==> src/css_pkg.sv <==
// Shared types, codes and helpers for the caseless substring search core.
`timescale 1ns / 1ps

package css_pkg;

   localparam int BYTE_W  = 8;
   localparam int MODE_W  = 2;
   localparam int INDEX_W = 16;
   localparam int STAT_W  = 2;
   localparam int RSP_W   = 24;

   localparam logic [MODE_W-1:0] MODE_PATTERN = 2'd0;
   localparam logic [MODE_W-1:0] MODE_TEXT    = 2'd1;
   localparam logic [MODE_W-1:0] MODE_END     = 2'd2;

   localparam logic [STAT_W-1:0] STAT_OK        = 2'd0;
   localparam logic [STAT_W-1:0] STAT_PAT_LONG  = 2'd1;
   localparam logic [STAT_W-1:0] STAT_TEXT_LONG = 2'd2;

   typedef struct packed {
      logic pat_shift;
      logic txt_shift;
      logic clear;
   } css_ctl_type;

   typedef struct packed {
      logic [STAT_W-1:0]  status;
      logic [INDEX_W-1:0] match_index;
      logic               found;
   } css_rsp_type;

   function automatic logic [BYTE_W-1:0] fold(input logic [BYTE_W-1:0] b);
      logic [BYTE_W-1:0] r;
      r = b;
      if (b >= 8'h41 && b <= 8'h5a) begin
         r = b + 8'h20;
      end
      return r;
   endfunction

endpackage

==> src/css_cell.sv <==
// One search cell: a pattern byte and a text byte, each shifted from the neighbor.
`timescale 1ns / 1ps

module css_cell
   import css_pkg::*;
(
   input  logic              clock,
   input  logic              reset,
   input  css_ctl_type       ctl,
   input  logic [BYTE_W-1:0] pat_in,
   input  logic              pat_v_in,
   input  logic [BYTE_W-1:0] txt_in,
   input  logic              txt_v_in,
   output logic [BYTE_W-1:0] pat_out,
   output logic              pat_v_out,
   output logic [BYTE_W-1:0] txt_out,
   output logic              txt_v_out,
   output logic              ok
);

   logic [BYTE_W-1:0] pat_ff;
   logic              pat_v_ff;
   logic [BYTE_W-1:0] txt_ff;
   logic              txt_v_ff;

   always_ff @(posedge clock) begin
      if (ctl.pat_shift) begin
         pat_ff <= pat_in;
      end
      if (ctl.txt_shift) begin
         txt_ff <= txt_in;
      end
   end

   always_ff @(posedge clock) begin
      if (reset || ctl.clear) begin
         pat_v_ff <= 1'b0;
         txt_v_ff <= 1'b0;
      end else begin
         if (ctl.pat_shift) begin
            pat_v_ff <= pat_v_in;
         end
         if (ctl.txt_shift) begin
            txt_v_ff <= txt_v_in;
         end
      end
   end

   // compare the byte about to enter against the stored pattern byte
   assign ok        = !pat_v_ff || (txt_v_in && (txt_in == pat_ff));
   assign pat_out   = pat_ff;
   assign pat_v_out = pat_v_ff;
   assign txt_out   = txt_ff;
   assign txt_v_out = txt_v_ff;

endmodule

==> src/css_rsp_buf.sv <==
// Result register with a skid stage on the result channel.
`timescale 1ns / 1ps

module css_rsp_buf
   import css_pkg::*;
(
   input  logic        clock,
   input  logic        reset,
   input  logic        push,
   input  css_rsp_type push_data,
   output logic        room,
   output logic        rsp_tvalid,
   input  logic        rsp_tready,
   output css_rsp_type rsp_data
);

   css_rsp_type out_ff;
   logic        out_v_ff;
   css_rsp_type skid_ff;
   logic        skid_v_ff;
   logic        pop;

   assign pop = out_v_ff && rsp_tready;

   always_ff @(posedge clock) begin
      if (reset) begin
         out_v_ff  <= 1'b0;
         skid_v_ff <= 1'b0;
      end else if (skid_v_ff) begin
         if (pop) begin
            out_ff    <= skid_ff;
            skid_v_ff <= 1'b0;
         end
      end else if (push) begin
         if (!out_v_ff || pop) begin
            out_ff   <= push_data;
            out_v_ff <= 1'b1;
         end else begin
            skid_ff   <= push_data;
            skid_v_ff <= 1'b1;
         end
      end else if (pop) begin
         out_v_ff <= 1'b0;
      end
   end

   assign room       = !skid_v_ff;
   assign rsp_tvalid = out_v_ff;
   assign rsp_data   = out_ff;

`ifndef ASSERT_OFF
   a_skid_needs_out: assert property (@(posedge clock) disable iff (reset)
      skid_v_ff |-> out_v_ff)
      else $error("skid stage holds data while output register is empty");
   a_skid_moves_up: assert property (@(posedge clock) disable iff (reset)
      (skid_v_ff && rsp_tready) |=> (out_v_ff && !skid_v_ff))
      else $error("skid stage did not advance on transfer");
   a_no_push_full: assert property (@(posedge clock) disable iff (reset)
      (skid_v_ff && !rsp_tready) |=> skid_v_ff)
      else $error("skid stage dropped a result");
`endif

endmodule

==> src/caseless_substring_search_core.sv <==
// Top level of the caseless substring search core: cell row, counters and result path.
//
//   channel | dir | tdata                          | tuser
//   req     | in  | data_byte[7:0]                 | mode[1:0]
//   rsp     | out | found, match_index, status     | -
//
// One item per cycle on req while req_tready is high; every item finishes in the cycle it is accepted.
// A result is registered into the output register, or into the skid stage while that register holds an untaken result.
// req_tready drops only while both result register and skid stage are full.
// Reset clears all valid bits and counters; no clearing pass is needed.
`timescale 1ns / 1ps

module caseless_substring_search_core
   import css_pkg::*;
#(
   parameter int MAX_PATTERN = 32,
   parameter int MAX_TEXT    = 65535
) (
   input  logic              clock,
   input  logic              reset,
   input  logic              req_tvalid,
   output logic              req_tready,
   input  logic [BYTE_W-1:0] req_tdata,   // data_byte[7:0]
   input  logic [MODE_W-1:0] req_tuser,   // mode[1:0]
   output logic              rsp_tvalid,
   input  logic              rsp_tready,
   output logic [RSP_W-1:0]  rsp_tdata    // found[0], match_index[16:1], status[18:17], zeros
);

   localparam int CNT_W  = $clog2(MAX_PATTERN + 1);
   localparam int TPOS_W = $clog2(MAX_TEXT + 1);
   localparam int SUB_W  = (CNT_W > TPOS_W) ? CNT_W : TPOS_W;

   logic [CNT_W-1:0]   count_ff;
   logic [TPOS_W-1:0]  tpos_ff;
   logic [TPOS_W-1:0]  tpos_in;
   logic               seen_ff;
   logic [INDEX_W-1:0] first_ff;
   logic [STAT_W-1:0]  err_ff;

   logic               acc;
   logic               is_pat;
   logic               is_txt;
   logic               is_end;
   logic               pat_full;
   logic               txt_full;
   logic [BYTE_W-1:0]  byte_f;
   css_ctl_type        ctl;
   logic               all_ok;
   logic               hit;
   logic [SUB_W-1:0]   diff;
   css_rsp_type        result;
   css_rsp_type        rsp_data;
   logic               room;

   logic [BYTE_W-1:0]      pat_q [MAX_PATTERN+1];
   logic                   pat_v [MAX_PATTERN+1];
   logic [BYTE_W-1:0]      txt_q [MAX_PATTERN+1];
   logic                   txt_v [MAX_PATTERN+1];
   logic [MAX_PATTERN-1:0] ok;

   assign acc      = req_tvalid && req_tready;
   assign is_pat   = acc && (req_tuser == MODE_PATTERN);
   assign is_txt   = acc && (req_tuser == MODE_TEXT);
   assign is_end   = acc && (req_tuser == MODE_END);
   assign pat_full = (count_ff == CNT_W'(MAX_PATTERN));
   assign txt_full = (tpos_ff == TPOS_W'(MAX_TEXT));
   assign byte_f   = fold(req_tdata);
   assign tpos_in  = tpos_ff + 1'b1;

   assign ctl.pat_shift = is_pat && !pat_full;
   assign ctl.txt_shift = is_txt && !txt_full;
   assign ctl.clear     = is_end;

   assign pat_q[0] = byte_f;
   assign pat_v[0] = 1'b1;
   assign txt_q[0] = byte_f;
   assign txt_v[0] = 1'b1;

   for (genvar i = 0; i < MAX_PATTERN; i++) begin : g_cell
      css_cell u_cell (
         .clock     (clock),
         .reset     (reset),
         .ctl       (ctl),
         .pat_in    (pat_q[i]),
         .pat_v_in  (pat_v[i]),
         .txt_in    (txt_q[i]),
         .txt_v_in  (txt_v[i]),
         .pat_out   (pat_q[i+1]),
         .pat_v_out (pat_v[i+1]),
         .txt_out   (txt_q[i+1]),
         .txt_v_out (txt_v[i+1]),
         .ok        (ok[i])
      );
   end

   assign all_ok = &ok;
   assign hit    = ctl.txt_shift && !seen_ff && pat_v[1] && all_ok;
   assign diff   = SUB_W'(tpos_in) - SUB_W'(count_ff);

   always_ff @(posedge clock) begin
      if (reset || ctl.clear) begin
         count_ff <= '0;
         tpos_ff  <= '0;
         seen_ff  <= 1'b0;
         first_ff <= '0;
         err_ff   <= STAT_OK;
      end else begin
         if (ctl.pat_shift) begin
            count_ff <= count_ff + 1'b1;
         end
         if (ctl.txt_shift) begin
            tpos_ff <= tpos_in;
         end
         if (hit) begin
            seen_ff  <= 1'b1;
            first_ff <= INDEX_W'(diff);
         end
         if (err_ff == STAT_OK) begin
            if (is_pat && pat_full) begin
               err_ff <= STAT_PAT_LONG;
            end else if (is_txt && txt_full) begin
               err_ff <= STAT_TEXT_LONG;
            end
         end
      end
   end

   always_comb begin
      result.status      = err_ff;
      result.found       = 1'b0;
      result.match_index = '0;
      if (err_ff == STAT_OK) begin
         if (count_ff == '0) begin
            result.found = 1'b1;
         end else if (seen_ff) begin
            result.found       = 1'b1;
            result.match_index = first_ff;
         end
      end
   end

   css_rsp_buf u_rsp_buf (
      .clock      (clock),
      .reset      (reset),
      .push       (is_end),
      .push_data  (result),
      .room       (room),
      .rsp_tvalid (rsp_tvalid),
      .rsp_tready (rsp_tready),
      .rsp_data   (rsp_data)
   );

   assign req_tready = room;
   assign rsp_tdata  = {{(RSP_W - STAT_W - INDEX_W - 1){1'b0}}, rsp_data};

`ifndef ASSERT_OFF
   a_seen_needs_pattern: assert property (@(posedge clock) disable iff (reset)
      seen_ff |-> (count_ff != '0))
      else $error("match recorded with empty pattern");
   a_error_sticks: assert property (@(posedge clock) disable iff (reset)
      ((err_ff != STAT_OK) && !is_end) |=> (err_ff == $past(err_ff)))
      else $error("error status changed before result");
   a_end_clears: assert property (@(posedge clock) disable iff (reset)
      is_end |=> ((count_ff == '0) && (tpos_ff == '0) && !seen_ff))
      else $error("search state not cleared after result");
   a_stall_means_full: assert property (@(posedge clock) disable iff (reset)
      !req_tready |-> rsp_tvalid)
      else $error("input stalled with empty result path");
`endif

endmodule

==> config.mk <==
export PLATFORM = sky130hd
export DESIGN_NAME = caseless_substring_search_core
export DESIGN_NICKNAME = d
export VERILOG_FILES = /design/src/css_pkg.sv /design/src/css_cell.sv /design/src/css_rsp_buf.sv /design/src/caseless_substring_search_core.sv
export SDC_FILE = /design/constraint.sdc
export NUM_CORES = 1
export LEC_CHECK = 0
export BUFFER_PORTS_ARGS = -buffer_cell sky130_fd_sc_hd__buf_2
export CAP_MARGIN = 5
export CORE_ASPECT_RATIO = 1.25
export CORE_MARGIN = 2
export CORE_UTILIZATION = 29
export DETAILED_ROUTE_END_ITERATION = 10
export PLACE_DENSITY = 0.43
export SLEW_MARGIN = 30
export SYNTH_ARGS = -nofsm -noshare
export SYNTH_HDL_FRONTEND = slang
export SYNTH_SLANG_ARGS = --single-unit
==> constraint.sdc <==
create_clock -name clock -period 13.18 [get_ports clock]
set_input_delay 1.977 -clock clock [delete_from_list [all_inputs] [get_ports clock]]
set_output_delay 1.977 -clock clock [all_outputs]
set_load 0.03 [all_outputs]
==> results.sh, run 1 <==
export IMPL_route_met2_wl_mm=26.03
export IMPL_register_area_sq_mm=0.01840
export IMPL_outcome="finished clean"
export IMPL_clk_pin_slew_ns=0.06
export IMPL_numCtsBuffers=69
export IMPL_tritoncts="done"
export IMPL_htreeDepth=3
export IMPL_wl_met1_mm=19.86
export IMPL_synth_area_top_cells="edfxtp_1, xnor2_1, dfxtp_1, nand2_1, a21oi_1"
export IMPL_root_buffer="clkbuf_16"
export IMPL_nFillCells=8272
export IMPL_clockBufferDepth=3
export IMPL_clock_skew_final_ns=0.03040
export IMPL_dieWidth_microns=264.1
export IMPL_cap_violations=0
export IMPL_crit_required_ns=13.40
export IMPL_routedWlPerCell_microns=17.24
export IMPL_r2r_end="g_cell[14].u_cell.pat_out[4]"
export IMPL_num_vias=12220
export IMPL_grt_max_degree=178
export IMPL_setup_viol=0
export IMPL_layout_commonest_cell="edfxtp_1"
export IMPL_nets=1691
export IMPL_synth_distinct_cells=58
export IMPL_max_slew_margin_pct=41.41
export IMPL_die_area_sq_mm=0.08694
export IMPL_drc=0
export IMPL_ys_warn_count=0
export IMPL_area_growth_pct=15.06
export IMPL_grt_usage_pct=11.21
export IMPL_io_pins=40
export IMPL_cts_resized=0
export IMPL_syn_area_sq_mm=0.02453
export IMPL_fin_area_sq_mm=0.02822
export IMPL_rsz0062_at_grt="no"
export IMPL_fin_crit_ns=5.010
export IMPL_first_pass_iters=4
export IMPL_worstHoldPathType="register to register"
export IMPL_rows=119
export IMPL_diodes=0
export IMPL_wl_mm=48.45
export IMPL_grt_pass1_wl_mm=74.73
export IMPL_synth_ff_type="edfxtp_1"
export IMPL_start_util_pct=29.21
export IMPL_final_max_slew_viol_count=0
export IMPL_gp_congestion=0.7280
export IMPL_fp_dieH_microns=329.2
export IMPL_clock_sinks=648
export IMPL_dpl_cell_area_sq_mm=0.02603
export IMPL_clock_latency_ns=0.62
export IMPL_ctsHoldBuffers=0
export IMPL_r2r_slack_ns=9.26
export IMPL_grt_pass1_vias=12780
export IMPL_synth_seq_cells=648
export IMPL_tightest_slew_ns=0.8789
export IMPL_whs_endpoint="first_ff[4]"
export IMPL_reg2reg_from="u_rsp_buf.skid_v_ff"
export IMPL_antenna_found_initial=0
export IMPL_grt_overflow=0
export IMPL_worstSetupEndpointType="register"
export IMPL_post_cts_buffers=0
export IMPL_synth_top_area_share_pct=66.35
export IMPL_wl_met3_mm=1.600
export IMPL_synth_async_sr_flop_share_pct=0
export IMPL_fmax_ghz=0.1996
export IMPL_syn_area_per_cell_sq_um=15.46
export IMPL_fin_crit_sh_pct=38.01
export IMPL_drive_gt1_share_pct=10.46
export IMPL_core_area_sq_mm=0.08398
export IMPL_vias_per_cell=4.348
export IMPL_numPortBuffers=34
export IMPL_p_total_w=0.004248
export IMPL_dp_hpwl_mm=30.97
export IMPL_worstSetupStartpointType="input pin"
export IMPL_worst_r2r_path_depth=6
export IMPL_peakVddDrop_mv=0.08045
export IMPL_synth_edff_count=542
export IMPL_synth_top_area_cell="edfxtp_1"
export IMPL_syn_inst=1587
export IMPL_tns_ns=0
export IMPL_min_from="first_ff[4]"
export IMPL_cp_data_arrival_time_ns=5.23
export IMPL_dr_max_layer_used="met4"
export IMPL_path_max_fanout=99
export IMPL_hold_path_depth=2
export IMPL_whs_ns=0.4538
export IMPL_drt_iter0_markers=793
export IMPL_p_leak_nw=8.715
export IMPL_ys_seq_area_share_pct=75.01
export IMPL_critPathKind="input pin to register"
export IMPL_powerDensity_mw_per_mm2=150.5
export IMPL_detail_route_antenna_nets=0
export IMPL_final_cell_mix="edfxtp_1, xnor2_1, nand2_1"
export IMPL_hold_viol=0
export IMPL_multi_input_comb_area_sq_mm=0.005903
==> worst max-delay path: stages <==
cell and delay [ns]:
buf_2 0.11, nor3b_1 0.56, nand3_2 0.12, buf_4 0.28, inv_8 0.59, buf_6 0.62, buf_4 0.82
==> metrics by stage <==
step | worst slack, ns | utilization [%] | instances
2_1_floorplan | 2.390 | - | 1591
3_3_place_gp | 7.311 | 30.99 | 2683
3_5_place_dp | 7.267 | 31.00 | 2683
4_1_cts | 7.915 | 33.57 | 2809
5_1_grt | 7.908 | 33.61 | 2810
6_report | 8.170 | 33.61 | 2810
==> power by group <==
group | leakage, nW | internal (W) | switching, W
clock network | 1.05 | 0.00106 | 0.000795
registers | 5.85 | 0.00226 | 0.0000282
logic | 1.82 | 0.0000365 | 0.0000741
total | 8.71 | 0.00335 | 0.000897
==> metal layers <==
layer,vias to the layer above,GRT usage [%]
met5,-,0
met4,0,3.817
met3,60,2.153
met2,127,20.54
met1,6088,13.09
li1,5943,-
==> cell usage after synthesis (3+ instances only) <==
cell type / number
nor4_2: 3
xnor2_1: 273
clkbuf_1: 28
xor2_1: 16
nor4_1: 4
or3_1: 9
ha_1: 10
mux2_2: 18
nand3_1: 47
dfxtp_1: 106
o31ai_1: 34
and2_1: 21
edfxtp_1: 542
buf_2: 3
a21oi_1: 75
buf_1: 4
nand4_1: 51
o21ai_0: 11
a211o_1: 3
nor2_1: 32
buf_4: 6
nor3b_1: 3
mux2i_1: 15
nand2_1: 199
nor3_1: 8
inv_1: 21
a31o_2: 4
a21o_1: 4
==> final cells by class <==
type	count	area share, %
sequential	648	65.19
multi-input combinational	879	20.92
clock buffer	97	6.739
tap	1089	4.828
timing repair buffer	46	1.064
clock inverter	29	0.9177
inverter	22	0.3458
==> how the worst max path moves through the flow <==
stage | start | endpoint | slack [ns] | cells after the start
floorplan | req_tuser[0] | g_cell[0].u_cell.pat_out[0] | 2.39 | 5
global placement | req_tuser[0] | g_cell[15].u_cell.pat_out[6] | 7.31 | 7
detailed placement | req_tuser[0] | g_cell[13].u_cell.pat_out[1] | 7.27 | 7
CTS | req_tuser[0] | g_cell[22].u_cell.pat_out[1] | 7.92 | 7
global route | req_tvalid | g_cell[16].u_cell.pat_out[1] | 7.91 | 7
finish | req_tuser[0] | g_cell[14].u_cell.pat_out[4] | 8.17 | 7
==> sequential cells by signal, indices dropped and copies added (netlist names), 6 cells and up <==
register / flops
tpos_ff: 16
g_cell.u_cell.pat_out: 256
u_rsp_buf.skid_ff: 19
u_rsp_buf.rsp_data: 19
first_ff: 16
g_cell.u_cell.pat_v_out: 32
g_cell.u_cell.txt_out: 248
count_ff: 6
g_cell.u_cell.txt_v_out: 31
==> cells by family after synthesis <==
logic type	count (synthesis)	synth area share (%)
simple gates	393	7.596
buf+inv	64	1.117
mux	34	1.484
other cells	1	0.01529
fa+ha+maj	11	0.5917
xor+xnor	289	10.32
flops	648	75.01
compound gates	147	3.872
(Power assumes the default switching activity.)
==> inputs of run 2 (changes only) <==
- ABC_AREA: unset -> 1
- PLACE_DENSITY: 0.43 -> 0.44
- clock period: 13.18 -> 4.4 ns (I/O delays scaled with it)
==> run 2 against run 1 <==
Net effect: first-iteration DRC count decreased by 1.3%; non-clock buffer count increased by 4; die area increased by 5.9%; combinational power increased to 4.4 times the previous value; register-to-register slack got worse by 7.9 ns; worst setup slack got worse by 6.8 ns; critical path type is now register to register.
==> results.sh, run 2 <==
export IMPL_tns_ns=0
export IMPL_io_pins=40
export IMPL_start_util_pct=29.31
export IMPL_final_cell_mix="edfxtp_1, nand2_1, inv_1"
export IMPL_synth_edff_count=542
export IMPL_largest_reg_flops=256
export IMPL_final_util_pct=33.73
export IMPL_min_from="req_tdata[1]"
export IMPL_synth_top_area_share_pct=62.62
export IMPL_drc=0
export IMPL_dieWidth_microns=271.8
export IMPL_diodes=0
export IMPL_synth_async_sr_flop_share_pct=0
export IMPL_wl_mm=50.94
export IMPL_final_max_slew_viol_count=0
export IMPL_p_total_w=0.01309
export IMPL_synthTopCellsByCount="edfxtp_1, nand2_1, inv_1"
export IMPL_worstHoldPathType="input pin to register"
export IMPL_syn_inst=2290
export IMPL_synth_fa_ha_area_share_pct=0.5584
export IMPL_outcome="finished clean"
export IMPL_peakVddDrop_mv=0.2315
export IMPL_first_pass_iters=5
export IMPL_fp_dieH_microns=338.7
export IMPL_synth_seq_cells=648
export IMPL_die_area_sq_mm=0.09205
export IMPL_hold_viol=0
export IMPL_drt_iter0_markers=783
export IMPL_detail_route_antenna_nets=0
export IMPL_synth_compound_area_share_pct=4.342
export IMPL_routedWlPerCell_microns=14.10
export IMPL_post_cts_buffers=0
export IMPL_antenna_found_initial=0
export IMPL_worstSetupStartpointType="register"
export IMPL_synth_distinct_cells=42
export IMPL_critPathKind="register to register"
export IMPL_setup_slack_ns=1.370
export IMPL_crit_required_ns=4.90
export IMPL_ctsHoldBuffers=0
export IMPL_ys_seq_area_share_pct=70.78
export IMPL_ys_warn_count=0
export IMPL_worst_r2r_path_depth=12
export IMPL_cts_resized=0
export IMPL_grt_pass1_wl_mm=82.33
export IMPL_clock_latency_ns=0.61
export IMPL_synth_xor_area_share_pct=3.336
export IMPL_area_growth_pct=15.08
export IMPL_tightest_slew_ns=1.000
export IMPL_p_leak_nw=11.29
export IMPL_grt_max_degree=144
export IMPL_dpl_cell_area_sq_mm=0.02766
export IMPL_fin_crit_sh_pct=68.87
export IMPL_endpoint="first_ff[0]"
export IMPL_powerDensity_mw_per_mm2=437.7
export IMPL_synth_area_mux_share_pct=0
export IMPL_cap_violations=0
export IMPL_grt_pass1_vias=15580
export IMPL_core_area_sq_mm=0.08869
export IMPL_clock_skew_final_ns=0.02601
export IMPL_setup_viol=0
export IMPL_synthSimpleGateAreaFrac_pct=15.31
export IMPL_reg2reg_from="u_rsp_buf.skid_v_ff"
export IMPL_drive_gt1_share_pct=8.994
export IMPL_dp_slack_ns=1.273
export IMPL_synth_area_top_cells="edfxtp_1, dfxtp_1, nand2_1, inv_1, nor2_1"
export IMPL_worstSetupEndpointType="register"
export IMPL_synth_top_area_cell="edfxtp_1"
export IMPL_rows=122
export IMPL_dp_hpwl_mm=33.62
export IMPL_r2r_slack_ns=1.37
export IMPL_synth_ff_type="edfxtp_1"
export IMPL_num_vias=15240
export IMPL_gp_congestion=0.7687
export IMPL_max_slew_margin_pct=33.33
export IMPL_nets=2402
export IMPL_clk_pin_slew_ns=0.06
export IMPL_grt_overflow=0
export IMPL_r2r_end="first_ff[0]"
export IMPL_htreeDepth=3
export IMPL_tritoncts="done"
export IMPL_syn_area_per_cell_sq_um=11.35
export IMPL_numCtsBuffers=72
export IMPL_clock_sinks=648
export IMPL_layout_commonest_cell="edfxtp_1"
export IMPL_fin_area_sq_mm=0.02991
export IMPL_numPortBuffers=34
export IMPL_fin_crit_ns=3.030
export IMPL_grt_usage_pct=11.19
export IMPL_crit_start="u_rsp_buf.skid_v_ff"
export IMPL_clockBufferDepth=3
export IMPL_vias_per_cell=4.219
export IMPL_syn_area_sq_mm=0.02599
export IMPL_root_buffer="clkbuf_16"
export IMPL_yosysMostFrequentCell="edfxtp_1"
export IMPL_rsz0062_at_grt="no"
export IMPL_synth_top_family_by_area="simple AND/OR/NAND/NOR gates"
export IMPL_fmax_ghz=0.3300
export IMPL_path_max_fanout=23
export IMPL_cp_data_arrival_time_ns=3.53
run 2: where the power goes:
group,internal [W],total [W],switching (W)
clock network,0.00331,0.00572,0.00240
registers,0.00679,0.00688,0.0000973
logic,0.000155,0.000490,0.000335
total,0.0103,0.0131,0.00284
run 2: area by class of cell:
| type | instances | area [sq um] |
|---|---|---|
| inverters | 343 | 1295 |
| multi-input cells | 1262 | 6151 |
| clock buffers | 101 | 2002 |
| fillers | 8725 | 58780 |
| well taps | 1178 | 1474 |
| clock inverters | 31 | 247.7 |
| repair buffers | 50 | 344.1 |
| flip-flops and latches | 648 | 18400 |
run 2: worst max-delay path, stage by stage, from the launching register on:
cell     delay [ns]
dfxtp_1        0.53
inv_2          0.39
nand2_2        0.12
nor3_2         0.21
inv_2          0.08
a21oi_4        0.39
nand2_1        0.13
nor2_1         0.12
nand2_1        0.10
nor2_4         0.31
nand3_4        0.27
nor2_1         0.20
nor2_1         0.06
run 2: kinds of logic after synthesis:
logic type | count (synthesis)
AND/OR/NAND/NOR | 940
flip-flops | 648
buffers and inverters | 384
AO/OA/AOI/OAI | 207
XOR/XNOR | 99
adder cells (fa/ha/maj) | 11
other | 1
run 2: worst min-delay path by stage:
| stage | depth (start not counted) | to | slack, ns |
|---|---|---|---|
| CTS | 1 | g_cell[0].u_cell.pat_out[3] | 0.24 |
| global route | 1 | g_cell[0].u_cell.pat_out[3] | 0.26 |
| global placement | 0 | g_cell[19].u_cell.pat_out[5] | 0.43 |
| detailed placement | 0 | g_cell[2].u_cell.pat_out[7] | 0.43 |
| floorplan | 0 | g_cell[10].u_cell.pat_out[1] | 0.43 |
| finish | 1 | g_cell[0].u_cell.txt_out[1] | 0.28 |
run 2: metrics by stage:
stage / hold slack [ns] / cells
finish: 0.2847 / 3613
global route: 0.2570 / 3613
CTS: 0.2386 / 3613
detailed placement: 0.4321 / 3481
global placement: 0.4296 / 3481
floorplan: 0.4264 / 2294
run 2: routing by layer:
metal | global-route usage, % | routed length [microns]
met1 | 11.98 | 19850
met2 | 21.68 | 28310
met3 | 1.842 | 1552
met4 | 4.167 | 1227
met5 | 0 | 0
